--- config.mk ---
export PLATFORM = sky130hd
export DESIGN_NAME = distinct_prime_collector_flat
export DESIGN_NICKNAME = d
export VERILOG_FILES = /design/src/rtl/dpc_pkg.sv /design/src/rtl/dpc_in_if.sv /design/src/rtl/dpc_out_if.sv /design/src/rtl/dpc_ram.sv /design/src/rtl/dpc_mod_unit.sv /design/src/rtl/distinct_prime_collector.sv /design/src/flat_wrapper.sv
export SDC_FILE = /design/constraint.sdc
export NUM_CORES = 2
export LEC_CHECK = 0
export BUFFER_PORTS_ARGS = -buffer_cell sky130_fd_sc_hd__buf_2
export CAP_MARGIN = 20
export CORE_MARGIN = 2
export CORE_UTILIZATION = 55
export CTS_CLUSTER_SIZE = 8
export DETAILED_ROUTE_END_ITERATION = 8
export GPL_TIMING_DRIVEN = 0
export PLACE_DENSITY = 0.73
export SYNTH_ARGS = -nofsm -noshare
export SYNTH_HDL_FRONTEND = slang
export SYNTH_SLANG_ARGS = --single-unit
--- constraint.sdc ---
create_clock -name i_clk -period 4.9 [get_ports i_clk]
set_input_delay 0.49 -clock i_clk [delete_from_list [all_inputs] [get_ports i_clk]]
set_output_delay 0.49 -clock i_clk [all_outputs]
set_load 0.05 [all_outputs]
--- src/rtl/dpc_pkg.sv ---
package dpc_pkg;

    localparam int VALUE_BITS = 13;
    localparam int LIST_DEPTH = 128;
    localparam int COUNT_BITS = $clog2(LIST_DEPTH + 1);
    localparam int ADDR_BITS  = $clog2(LIST_DEPTH);
    localparam int SQ_BITS    = VALUE_BITS + 1;
    localparam int BIT_BITS   = $clog2(VALUE_BITS);

    localparam logic [VALUE_BITS-1:0] FIRST_DIVISOR = VALUE_BITS'(2);
    localparam logic [SQ_BITS-1:0]    FIRST_SQUARE  = SQ_BITS'(4);
    localparam logic [BIT_BITS-1:0]   BIT_TOP       = BIT_BITS'(VALUE_BITS - 1);

    typedef enum logic [2:0] {
        V_NOT_PRIME = 3'd0,
        V_KNOWN     = 3'd1,
        V_NEW       = 3'd2,
        V_FULL      = 3'd3,
        V_END       = 3'd4
    } t_verdict;

    typedef enum logic [2:0] {
        S_IDLE,
        S_CHECK,
        S_DIV_WAIT,
        S_SEARCH,
        S_SEARCH_CMP,
        S_DONE
    } t_state;

    typedef struct packed {
        logic                  start;
        logic [VALUE_BITS-1:0] dividend;
        logic [VALUE_BITS-1:0] divisor;
    } t_mod_req;

    typedef struct packed {
        logic done;
        logic zero;
    } t_mod_rsp;

endpackage

--- src/rtl/dpc_in_if.sv ---
interface dpc_in_if import dpc_pkg::*; ();
    logic                         valid;
    logic                         ready;
    logic signed [VALUE_BITS:0]   value;

    modport source (output valid, output value, input ready);
    modport sink   (input valid, input value, output ready);
endinterface

--- src/rtl/dpc_out_if.sv ---
interface dpc_out_if import dpc_pkg::*; ();
    logic                  valid;
    logic                  ready;
    logic [2:0]            verdict;
    logic [VALUE_BITS-1:0] echo_value;
    logic [COUNT_BITS-1:0] prime_count;

    modport source (output valid, output verdict, output echo_value, output prime_count,
                    input ready);
    modport sink   (input valid, input verdict, input echo_value, input prime_count,
                    output ready);
endinterface

--- src/rtl/dpc_ram.sv ---
module dpc_ram #(
    parameter int WIDTH = 8,
    parameter int DEPTH = 16
) (
    input  logic                     i_clk,
    input  logic                     i_we,
    input  logic [$clog2(DEPTH)-1:0] i_addr,
    input  logic [WIDTH-1:0]         i_wdata,
    output logic [WIDTH-1:0]         o_rdata
);

    logic [WIDTH-1:0] r_mem [DEPTH];
    logic [WIDTH-1:0] r_rdata;

    always_ff @(posedge i_clk) begin
        if (i_we) begin
            r_mem[i_addr] <= i_wdata;
        end
        r_rdata <= r_mem[i_addr];
    end

    assign o_rdata = r_rdata;

endmodule

--- src/rtl/dpc_mod_unit.sv ---
module dpc_mod_unit import dpc_pkg::*; (
    input  logic     i_clk,
    input  logic     i_rst_n,
    input  t_mod_req i_req,
    output t_mod_rsp o_rsp
);

    logic                  r_busy;
    logic                  r_done;
    logic [BIT_BITS-1:0]   r_bit;
    logic [VALUE_BITS-1:0] r_rem;
    logic [VALUE_BITS-1:0] r_dividend;
    logic [VALUE_BITS-1:0] r_divisor;

    logic [VALUE_BITS:0]   w_trial;
    logic [VALUE_BITS:0]   w_diff;
    logic                  w_ge;
    logic [VALUE_BITS-1:0] n_rem;

    // one restoring step per cycle, msb first
    always_comb begin
        w_trial = {r_rem, r_dividend[r_bit]};
        w_diff  = w_trial - {1'b0, r_divisor};
        w_ge    = w_trial >= {1'b0, r_divisor};
        n_rem   = w_ge ? w_diff[VALUE_BITS-1:0] : w_trial[VALUE_BITS-1:0];
    end

    always_ff @(posedge i_clk) begin
        if (!i_rst_n) begin
            r_busy <= 1'b0;
            r_done <= 1'b0;
            r_bit  <= BIT_TOP;
        end else begin
            r_done <= 1'b0;
            if (i_req.start) begin
                r_busy <= 1'b1;
                r_bit  <= BIT_TOP;
            end else if (r_busy) begin
                if (r_bit == '0) begin
                    r_busy <= 1'b0;
                    r_done <= 1'b1;
                end else begin
                    r_bit <= r_bit - 1'b1;
                end
            end
        end
    end

    always_ff @(posedge i_clk) begin
        if (i_req.start) begin
            r_rem      <= '0;
            r_dividend <= i_req.dividend;
            r_divisor  <= i_req.divisor;
        end else if (r_busy) begin
            r_rem <= n_rem;
        end
    end

    assign o_rsp.done = r_done;
    assign o_rsp.zero = (r_rem == '0);

endmodule

--- src/rtl/distinct_prime_collector.sv ---
// flow: a negative value, zero or one goes straight to the result; a larger value is
// tried against each divisor up to sqrt(value) on the single remainder unit, and a prime
// is then searched for among the stored entries over the single ram port
// throughput: one item at a time, next transfer taken once the result is registered
// reset: synchronous active low, empties the prime list and drops any pending result
module distinct_prime_collector import dpc_pkg::*; (
    input  logic   i_clk,
    input  logic   i_rst_n,
    dpc_in_if.sink   i_in,
    dpc_out_if.source o_out
);

    t_state                r_state, n_state;
    logic [VALUE_BITS-1:0] r_value, n_value;
    logic [VALUE_BITS-1:0] r_div, n_div;
    logic [SQ_BITS-1:0]    r_sq, n_sq;
    logic [COUNT_BITS-1:0] r_idx, n_idx;
    logic [COUNT_BITS-1:0] r_count, n_count;
    t_verdict              r_verdict, n_verdict;

    logic                  r_out_valid, n_out_valid;
    t_verdict              r_out_verdict, n_out_verdict;
    logic [VALUE_BITS-1:0] r_out_value, n_out_value;
    logic [COUNT_BITS-1:0] r_out_count, n_out_count;

    t_mod_req              mod_req;
    t_mod_rsp              mod_rsp;
    logic                  ram_we;
    logic [ADDR_BITS-1:0]  ram_addr;
    logic [VALUE_BITS-1:0] ram_rdata;
    logic                  in_fire;

    assign in_fire = i_in.valid && i_in.ready;

    dpc_mod_unit u_mod (
        .i_clk   (i_clk),
        .i_rst_n (i_rst_n),
        .i_req   (mod_req),
        .o_rsp   (mod_rsp)
    );

    dpc_ram #(
        .WIDTH (VALUE_BITS),
        .DEPTH (LIST_DEPTH)
    ) u_store (
        .i_clk   (i_clk),
        .i_we    (ram_we),
        .i_addr  (ram_addr),
        .i_wdata (r_value),
        .o_rdata (ram_rdata)
    );

    always_ff @(posedge i_clk) begin
        if (!i_rst_n) begin
            r_state     <= S_IDLE;
            r_count     <= '0;
            r_out_valid <= 1'b0;
        end else begin
            r_state     <= n_state;
            r_count     <= n_count;
            r_out_valid <= n_out_valid;
        end
    end

    always_ff @(posedge i_clk) begin
        r_value       <= n_value;
        r_div         <= n_div;
        r_sq          <= n_sq;
        r_idx         <= n_idx;
        r_verdict     <= n_verdict;
        r_out_verdict <= n_out_verdict;
        r_out_value   <= n_out_value;
        r_out_count   <= n_out_count;
    end

    always_comb begin
        n_state          = r_state;
        n_value          = r_value;
        n_div            = r_div;
        n_sq             = r_sq;
        n_idx            = r_idx;
        n_count          = r_count;
        n_verdict        = r_verdict;
        n_out_valid      = r_out_valid;
        n_out_verdict    = r_out_verdict;
        n_out_value      = r_out_value;
        n_out_count      = r_out_count;
        mod_req.start    = 1'b0;
        mod_req.dividend = r_value;
        mod_req.divisor  = r_div;
        ram_we           = 1'b0;
        ram_addr         = r_idx[ADDR_BITS-1:0];

        if (r_out_valid && o_out.ready) begin
            n_out_valid = 1'b0;
        end

        unique case (r_state)
            S_IDLE: begin
                if (in_fire) begin
                    if (i_in.value[VALUE_BITS]) begin
                        n_count   = '0;
                        n_value   = '0;
                        n_verdict = V_END;
                        n_state   = S_DONE;
                    end else begin
                        n_value = i_in.value[VALUE_BITS-1:0];
                        if (i_in.value[VALUE_BITS-1:0] < FIRST_DIVISOR) begin
                            n_verdict = V_NOT_PRIME;
                            n_state   = S_DONE;
                        end else begin
                            n_div   = FIRST_DIVISOR;
                            n_sq    = FIRST_SQUARE;
                            n_state = S_CHECK;
                        end
                    end
                end
            end
            S_CHECK: begin
                if (r_sq > {1'b0, r_value}) begin
                    n_idx   = '0;
                    n_state = S_SEARCH;
                end else begin
                    mod_req.start = 1'b1;
                    n_state       = S_DIV_WAIT;
                end
            end
            S_DIV_WAIT: begin
                if (mod_rsp.done) begin
                    if (mod_rsp.zero) begin
                        n_verdict = V_NOT_PRIME;
                        n_state   = S_DONE;
                    end else begin
                        // (d+1)^2 = d^2 + 2d + 1
                        n_div   = r_div + 1'b1;
                        n_sq    = r_sq + {r_div, 1'b1};
                        n_state = S_CHECK;
                    end
                end
            end
            S_SEARCH: begin
                if (r_idx == r_count) begin
                    if (r_count >= COUNT_BITS'(LIST_DEPTH)) begin
                        n_verdict = V_FULL;
                    end else begin
                        ram_we    = 1'b1;
                        ram_addr  = r_count[ADDR_BITS-1:0];
                        n_count   = r_count + 1'b1;
                        n_verdict = V_NEW;
                    end
                    n_state = S_DONE;
                end else begin
                    n_state = S_SEARCH_CMP;
                end
            end
            S_SEARCH_CMP: begin
                if (ram_rdata == r_value) begin
                    n_verdict = V_KNOWN;
                    n_state   = S_DONE;
                end else begin
                    n_idx   = r_idx + 1'b1;
                    n_state = S_SEARCH;
                end
            end
            S_DONE: begin
                if (!r_out_valid || o_out.ready) begin
                    n_out_valid   = 1'b1;
                    n_out_verdict = r_verdict;
                    n_out_value   = r_value;
                    n_out_count   = r_count;
                    n_state       = S_IDLE;
                end
            end
            default: begin
                n_state = S_IDLE;
            end
        endcase
    end

    assign i_in.ready        = (r_state == S_IDLE);
    assign o_out.valid       = r_out_valid;
    assign o_out.verdict     = r_out_verdict;
    assign o_out.echo_value  = r_out_value;
    assign o_out.prime_count = r_out_count;

    a_count_bound: assert property (@(posedge i_clk) disable iff (!i_rst_n)
        r_count <= COUNT_BITS'(LIST_DEPTH))
        else $error("prime count beyond list depth");

    a_end_clears: assert property (@(posedge i_clk) disable iff (!i_rst_n)
        in_fire && i_in.value[VALUE_BITS] |=> r_count == '0)
        else $error("end of sequence did not empty the list");

    a_write_room: assert property (@(posedge i_clk) disable iff (!i_rst_n)
        ram_we |-> r_count < COUNT_BITS'(LIST_DEPTH))
        else $error("store written while full");

    a_new_count: assert property (@(posedge i_clk) disable iff (!i_rst_n)
        r_out_valid && (r_out_verdict == V_NEW || r_out_verdict == V_KNOWN)
            |-> r_out_count != '0)
        else $error("stored prime reported with empty list");

    a_divisor_min: assert property (@(posedge i_clk) disable iff (!i_rst_n)
        r_state == S_CHECK |-> r_div >= FIRST_DIVISOR)
        else $error("trial divisor below two");

endmodule
--- src/flat_wrapper.sv ---
// flat-port wrapper written by rule: the top's interface ports become plain ports
module distinct_prime_collector_flat import dpc_pkg::*;
  (i_clk, i_rst_n, i_in_valid, i_in_value, i_in_ready, o_out_valid, o_out_verdict, o_out_echo_value, o_out_prime_count, o_out_ready);
  dpc_in_if i_in_i ();
  dpc_out_if o_out_i ();
  input  logic i_clk;
  input  logic i_rst_n;
  input wire logic [$bits(i_in_i.valid)-1:0] i_in_valid;
  input wire logic [$bits(i_in_i.value)-1:0] i_in_value;
  output wire logic [$bits(i_in_i.ready)-1:0] i_in_ready;
  output wire logic [$bits(o_out_i.valid)-1:0] o_out_valid;
  output wire logic [$bits(o_out_i.verdict)-1:0] o_out_verdict;
  output wire logic [$bits(o_out_i.echo_value)-1:0] o_out_echo_value;
  output wire logic [$bits(o_out_i.prime_count)-1:0] o_out_prime_count;
  input wire logic [$bits(o_out_i.ready)-1:0] o_out_ready;
  assign i_in_i.valid = i_in_valid;
  assign i_in_i.value = i_in_value;
  assign i_in_ready = i_in_i.ready;
  assign o_out_valid = o_out_i.valid;
  assign o_out_verdict = o_out_i.verdict;
  assign o_out_echo_value = o_out_i.echo_value;
  assign o_out_prime_count = o_out_i.prime_count;
  assign o_out_i.ready = o_out_ready;
  distinct_prime_collector u_core (.i_clk(i_clk), .i_rst_n(i_rst_n), .i_in(i_in_i), .o_out(o_out_i));
endmodule
Word-level counts from Yosys, hierarchy flattened
Memory sizes are Yosys's and may differ from the RTL's. A register that Yosys moved wholly into a read port is not among the register bits.
Index checks and enable logic that the tools add are counted.
{"block": "totals", "mem_count": 1, "reg_bits": 132, "in_bits": 18, "ramBits": 1664, "wordCells": 133}
{"name": "u_core.u_store.r_mem", "depth": 128, "width": 13, "rd": 1, "rd_clocked_by_memory_dff": 1, "write_ports": 1, "line_no": "dpc_ram.sv:12", "rtl": "logic [WIDTH-1:0] r_mem [DEPTH];"}
{"block": "classes", "n_lt_le_gt_ge": 5, "n_eq_ne": 21, "n_addsub": 6, "reduce_logical": 21, "mux": 59, "n_bitwise": 3}
{"op": "$mux W13", "n": 6}
{"op": "$mux W14", "n": 5}
{"op": "$mux W8", "n": 6}
{"op": "$mux W3", "n": 14}
{"op": "$pmux W8 S2", "n": 2}
{"op": "$pmux W14 S2", "n": 1}
{"op": "$pmux W13 S2", "n": 1}
{"op": "$mux W7", "n": 3}
{"op": "$mux W1", "n": 18}
{"op": "$pmux W3 S6", "n": 1}
{"op": "$add A8 B1 Y8 const B", "n": 2}
{"op": "$ne A2 B2 Y1 const B", "n": 8}
{"op": "$add A14 B14 Y14", "n": 1}
{"op": "$ge A14 B13 Y1", "n": 1}
{"op": "$gt A14 B13 Y1", "n": 1}
{"op": "$add A13 B1 Y13 const B", "n": 1}
{"op": "$eq A13 B13 Y1", "n": 1}
{"op": "$logic_not A13 Y1", "n": 1}
{"op": "$lt A13 B2 Y1 const B", "n": 1}
{"op": "$sub A13 B13 Y13", "n": 1}
{"op": "$pmux W3 S4", "n": 1}
{"op": "$ne A2 B1 Y1 const B", "n": 5}
{"op": "$eq A8 B8 Y1", "n": 1}
{"op": "$ge A8 B8 Y1 const B", "n": 1}
{"op": "22 further kinds", "n": 32}

Depth between registers and ports, before layout
{"block": "logic_depth", "ltp_word": 6, "ltp_mapped": 15, "ltp_nobuf": 13}

Hierarchy
From an unflattened synthesis, not the netlist that was laid out.
{"block": "hier_totals", "cells_unflattened": 4554, "area_unflattened_um2": 72344.4}
{"mod": "dpc_ram", "seq_area_each_um2": 50228.2, "cells_each": 3865, "n_inst": 1, "area_each_um2": 64931.0}
{"mod": "distinct_prime_collector", "seq_area_each_um2": 2492.4, "cells_each": 451, "n_inst": 1, "area_each_um2": 4895.9}
{"mod": "dpc_mod_unit", "seq_area_each_um2": 1161.1, "cells_each": 238, "n_inst": 1, "area_each_um2": 2517.4}

Worst setup path before layout
Ideal clock, no wire load.
{"block": "synth_timing", "kind": "register to register", "startpoint": "reg u_core.r_value[9]", "endpoint": "reg u_core.u_mod.r_dividend[0], enable pin", "stages_incl_launch_ff": 10, "setup_ns": 0.384, "t_required_ns": 4.516, "t_arrival_ns": 4.154, "path_slack_ns": 0.362, "path_buffers": 1, "path_cell_list": "edfxtp_1 inv_1 ha_1 nand2b_1 or4_1 o21ai_0 a211oi_1 or3_1 clkbuf_1 inv_1"}
{"item": "start, declared", "line_no": "distinct_prime_collector.sv:14", "rtl": "logic [VALUE_BITS-1:0] r_value, n_value;"}
{"item": "start signal, assigned", "line_no": "distinct_prime_collector.sv:66", "rtl": "r_value <= n_value;"}
{"item": "end signal, assigned", "line_no": "dpc_mod_unit.sv:52", "rtl": "r_dividend <= i_req.dividend;"}
{"item": "end, declared", "line_no": "dpc_mod_unit.sv:12", "rtl": "logic [VALUE_BITS-1:0] r_dividend;"}

Final worst setup path
{"block": "layout_timing", "startpoint": "reg u_core.r_idx[2]", "endpoint": "mem u_core.u_store.r_mem[21][3] in the netlist's numbering, enable pin"}
{"block": "layout_between", "elab_chain_len": 5, "word_cells_on_any_way": 8, "classes_between": "eq/ne (1); mux (7)"}
{"item": "start, declared", "line_no": "distinct_prime_collector.sv:17", "rtl": "logic [COUNT_BITS-1:0] r_idx, n_idx;"}
{"item": "start signal, assigned", "line_no": "distinct_prime_collector.sv:69", "rtl": "r_idx <= n_idx;"}
{"item": "$eq A8 B8 Y1", "line_no": "distinct_prime_collector.sv:142", "rtl": "if (r_idx == r_count) begin"}
{"item": "$mux W1", "line_no": "distinct_prime_collector.sv:142"}
{"item": "$mux W1", "line_no": "distinct_prime_collector.sv:98", "rtl": "unique case (r_state)"}
{"item": "$mux W1", "line_no": "dpc_ram.sv:16", "rtl": "if (i_we) begin"}
{"item": "$mux W1 (implied by the code)", "line_no": "dpc_ram.sv:17", "rtl": "r_mem[i_addr] <= i_wdata;"}
{"item": "end, declared", "line_no": "dpc_ram.sv:12"}
Several ways; a longest one is shown, not always the timed one.

==> results.rst <==
.. list-table::
   :header-rows: 1

   * - Metric
     - Value
   * - Outcome
     - finished, violations left
   * - Violations in the final reports
     - negative setup slack
   * - DRC marker count from the first detailed-route iteration
     - 5967
   * - Worst endpoint data arrival time
     - 5600 ps
   * - Layout cell share with drive strength beyond 1
     - 23.2%
   * - Fin Clk Skew
     - 60.3 ps
   * - Via count of the first global-routing pass
     - 40400
   * - Number of top-level pins
     - 44
   * - Kind of capture point of the worst setup path
     - flop
   * - CTS HTree Levels
     - 5
   * - Critical path class
     - reg -> reg
   * - Most prevalent standard cell on the critical path
     - clkbuf_1
   * - Relative area change from synthesis to final layout
     - 18.3%
   * - Post-detailed-placement half-perimeter wirelength
     - 125000 µm
   * - Crit-path max cell delay
     - 720 ps
   * - Sequential cell area fraction in the yosys report
     - 76.0%
   * - Minimum clock period
     - 5020 ps
   * - WP buf/inv
     - 7
   * - Global-route usage over all layers
     - 29.0%
   * - Least setup slack across all paths after layout
     - -121 ps
   * - Average wire per standard cell
     - 32.2 µm
   * - Storage element area
     - 0.0539 mm²
   * - Setup slack of the most critical reg-to-reg path
     - -120 ps
   * - Site Rows
     - 131
   * - Top layer reached by signal wires
     - met5
   * - Per-instance average area after synthesis
     - 19.5 µm²
   * - Net count reported at finish
     - 4239
   * - Unrepaired setup endpoints after global routing
     - no
   * - YS warnings
     - 0
   * - Cell area after synthesis
     - 0.0709 mm²
   * - Die boundary width
     - 363 µm
   * - Post-layout power
     - 0.0483 W
   * - Final Hold Fails
     - 0
   * - Total number of vias
     - 39800
   * - CP max-delay cell
     - nand3_1
   * - Count of distinct cell types in the synthesized netlist
     - 64
   * - First-pass GRT wire length
     - 275000 µm
   * - Number of violations of the max-capacitance limit
     - 0
   * - Leading register cell type out of synthesis
     - edfxtp_1
   * - Initial antenna violation count
     - 4
   * - Amount of wire on met2 after detailed routing
     - 89600 µm
   * - Stages on worst setup path
     - 10
   * - Total met3 wirelength after detailed routing
     - 21700 µm
   * - Routed wire length
     - 190000 µm
   * - Number of cells produced by synthesis
     - 3629
   * - Total gr overflow
     - 0
   * - Family of cells with the greatest summed delay on the critical path
     - buffers and inverters
   * - Critical Path Start Type
     - flop
   * - Number of buffers created by CTS
     - 276
   * - Core area
     - 0.128 mm²
   * - Gpl congestion
     - 1.02
   * - Most common cell after layout, fill and taps aside
     - edfxtp_1
   * - Post-synth net total
     - 3692
   * - Clock Sink Count
     - 1809
   * - Detailed-router iteration count before antenna repair
     - 6
   * - Count of endpoints failing setup in the final report
     - 49
   * - Most frequent cells in the layout
     - edfxtp_1 (1765), mux4_2 (324), clkbuf_16 (282)
   * - Peak supply drop
     - 0.000439 V
   * - Cell Chain, Critical Path
     - buf_6 -> buf_4 -> nor2b_1 -> clkbuf_1 -> clkbuf_1 -> nand3_1 -> clkbuf_1 -> buf_8 -> nor2_1 -> buf_4
   * - Effective utilization at floorplan
     - 55.5%
   * - DR DRC count
     - 0
   * - Number of fillers in the final layout
     - 7841
   * - Count of placed standard cells including taps
     - 5536
   * - Maximum number of pins on one net before global-route repair
     - 33
   * - Depth of the worst register-to-register path
     - 10
   * - Crit share post-route
     - 102%
   * - Clock-pin transition on the worst setup and hold timing paths
     - 50 ps
   * - Lkg Pwr
     - 27.6 nW
   * - End point of the critical path
     - u_core.u_store.r_mem[21][3]
   * - Fin area
     - 0.0839 mm²
   * - Async set or reset register ratio after synthesis
     - 0%
   * - End of the worst register-to-register path
     - u_core.u_store.r_mem[21][3]
   * - Chip Height
     - 363 µm
   * - Multi-input logic area
     - 0.0160 mm²
   * - Number of enable flip-flop cells after synthesis
     - 1765
   * - Power density over the cells
     - 576 mW/mm²
   * - Vias per std cell
     - 6.77
   * - #FFs+latches synth
     - 1809
   * - Buffer cell driving the clock tree root
     - clkbuf_16
   * - Clock Latency Late Sink
     - 880 ps
   * - Slew of the pin with the lowest slew margin
     - 1310 ps
   * - Number of setup buffers added after CTS
     - 0
   * - Placed cell area
     - 0.0764 mm²
   * - Pins over their slew limit
     - 0
   * - Maximum clock path buffer count
     - 4
   * - Antenna-violating nets left
     - 0
   * - Total of buffers placed on input and output ports
     - 43
   * - Startpoint of the worst-slack reg-to-reg timing path
     - u_core.r_idx[2]
   * - Number of standard cells in the layout, taps in and fillers out
     - 5886
   * - Relative slew slack
     - 12.4%
   * - Die area
     - 0.132 mm²
   * - Required time of the critical path
     - 5480 ps
   * - CTS tree
     - yes
   * - Met1 WL
     - 68200 µm
   * - Critical path origin
     - u_core.r_idx[2]
   * - Path class of the lowest-slack min-delay path
     - in -> reg
   * - Timing-limited maximum frequency
     - 199 MHz
   * - Critical path peak fanout
     - 10
## tightest hold or removal path, cell delays in order
cell,delay [ps]
buf_2,100
nand2b_1,180
nor2_1,150
## metrics by stage
stage / utilization (%) / hold slack [ps] / worst slack (ps) / setup TNS, ps
after global placement: 57.3 / 414 / -2720 / -211800
final: 65.7 / 74.2 / -121 / -1940
after detailed placement: 59.8 / 430 / 102 / 0
after global routing: 65.7 / 96.4 / 42.5 / 0
after CTS: 65.6 / 20.6 / 22.9 / 0
after floorplan: - / 400 / 362 / 0
## logic make-up (layout without fill, tap and decap cells)
kind of cell / count (synthesis) / count (layout) / share of synthesized area [%]
AO/OA/AOI/OAI: 442 / 442 / 4.47
XOR/XNOR: 51 / 51 / 0.630
adder cells (fa/ha/maj): 45 / 45 / 0.815
buffers and inverters: 245 / 836 / 1.54
flip-flops: 1809 / 1809 / 76.0
multiplexers: 520 / 520 / 13.1
other: 0 / 4 / 0
AND/OR/NAND/NOR: 517 / 517 / 3.50
## worst min path at each step
stage	from	to	slack [ps]	depth (start not counted)
after global placement	u_core.r_verdict[2]	u_core.o_out.verdict[2]	410	0
final	i_rst_n	u_core.r_count[0]	70	3
after detailed placement	u_core.r_verdict[2]	u_core.o_out.verdict[2]	430	0
after CTS	i_rst_n	u_core.r_count[0]	20	3
after global routing	i_rst_n	u_core.r_count[4]	100	3
after floorplan	u_core.r_verdict[0]	u_core.o_out.verdict[0]	400	0
## where the power goes
group | internal, W | switching (W)
Sequential | 0.0184 | 0.000457
Clock | 0.0101 | 0.00620
Combinational | 0.00488 | 0.00818
Total | 0.0335 | 0.0148
## registers in the layout, indices dropped and copies added, names as in the netlist, 3 cells and up
register                  count
u_core.o_out.echo_value      13
u_core.o_out.prime_count      8
u_core.o_out.verdict          3
u_core.r_count                8
u_core.r_div                 13
u_core.r_idx                  8
u_core.r_sq                  14
u_core.r_state                3
u_core.r_value               13
u_core.r_verdict              3
u_core.u_mod.r_bit            4
u_core.u_mod.r_dividend      13
u_core.u_mod.r_divisor       13
u_core.u_mod.r_rem           13
u_core.u_store.o_rdata       13
u_core.u_store.r_mem       1664
## metal layers
metal	vias up	GRT usage, %
li1	16000	-
met1	20300	38.1
met2	2979	45.5
met3	604	7.49
met4	2	14.6
met5	-	0
## Yosys cell counts, drive strengths merged, types with 4 or more instances
master | number | area, µm²
nor2 | 202 | 761
and2 | 10 | 62.6
inv | 45 | 169
nor2b | 29 | 181
nand2b | 17 | 106
a21oi | 64 | 320
a221oi | 37 | 324
o22ai | 16 | 100
xnor2 | 26 | 228
a22o | 24 | 210
edfxtp | 1765 | 53000
clkbuf | 104 | 390
nand3 | 82 | 410
o21a | 11 | 82.6
or2 | 5 | 31.3
nand4 | 38 | 238
a22oi | 203 | 1520
a31oi | 6 | 37.5
ha | 43 | 538
or3 | 11 | 68.8
nand2 | 63 | 236
mux2i | 196 | 1960
a211oi | 8 | 60.1
a21boi | 9 | 67.6
o211ai | 4 | 30.0
mux4 | 324 | 7300
o211a | 6 | 60.1
nor3 | 21 | 116
o21ai | 32 | 160
buf | 96 | 536
and3 | 10 | 62.6
dfxtp | 44 | 881
nor4 | 15 | 93.8
xor2 | 25 | 219
## layout make-up
type / instances / area share [%]
Buffer: 200 / 1.10
Antenna cell: 4 / 0.0119
Timing Repair Buffer: 269 / 4.24
Multi-Input combinational cell: 1575 / 19.1
Clock inverter: 7 / 0.0805
Clock buffer: 315 / 8.56
Sequential cell: 1809 / 64.2
Tap cell: 1662 / 2.48
Inverter: 45 / 0.201
## what timing repair did
action	4_1_cts	5_1_grt
hold buffers	18	0
resized for setup	0	2
endpoints found under the setup margin	0	7
endpoints found under the hold margin	14	0
No activity file was read; power rests on OpenSTA's default activity.
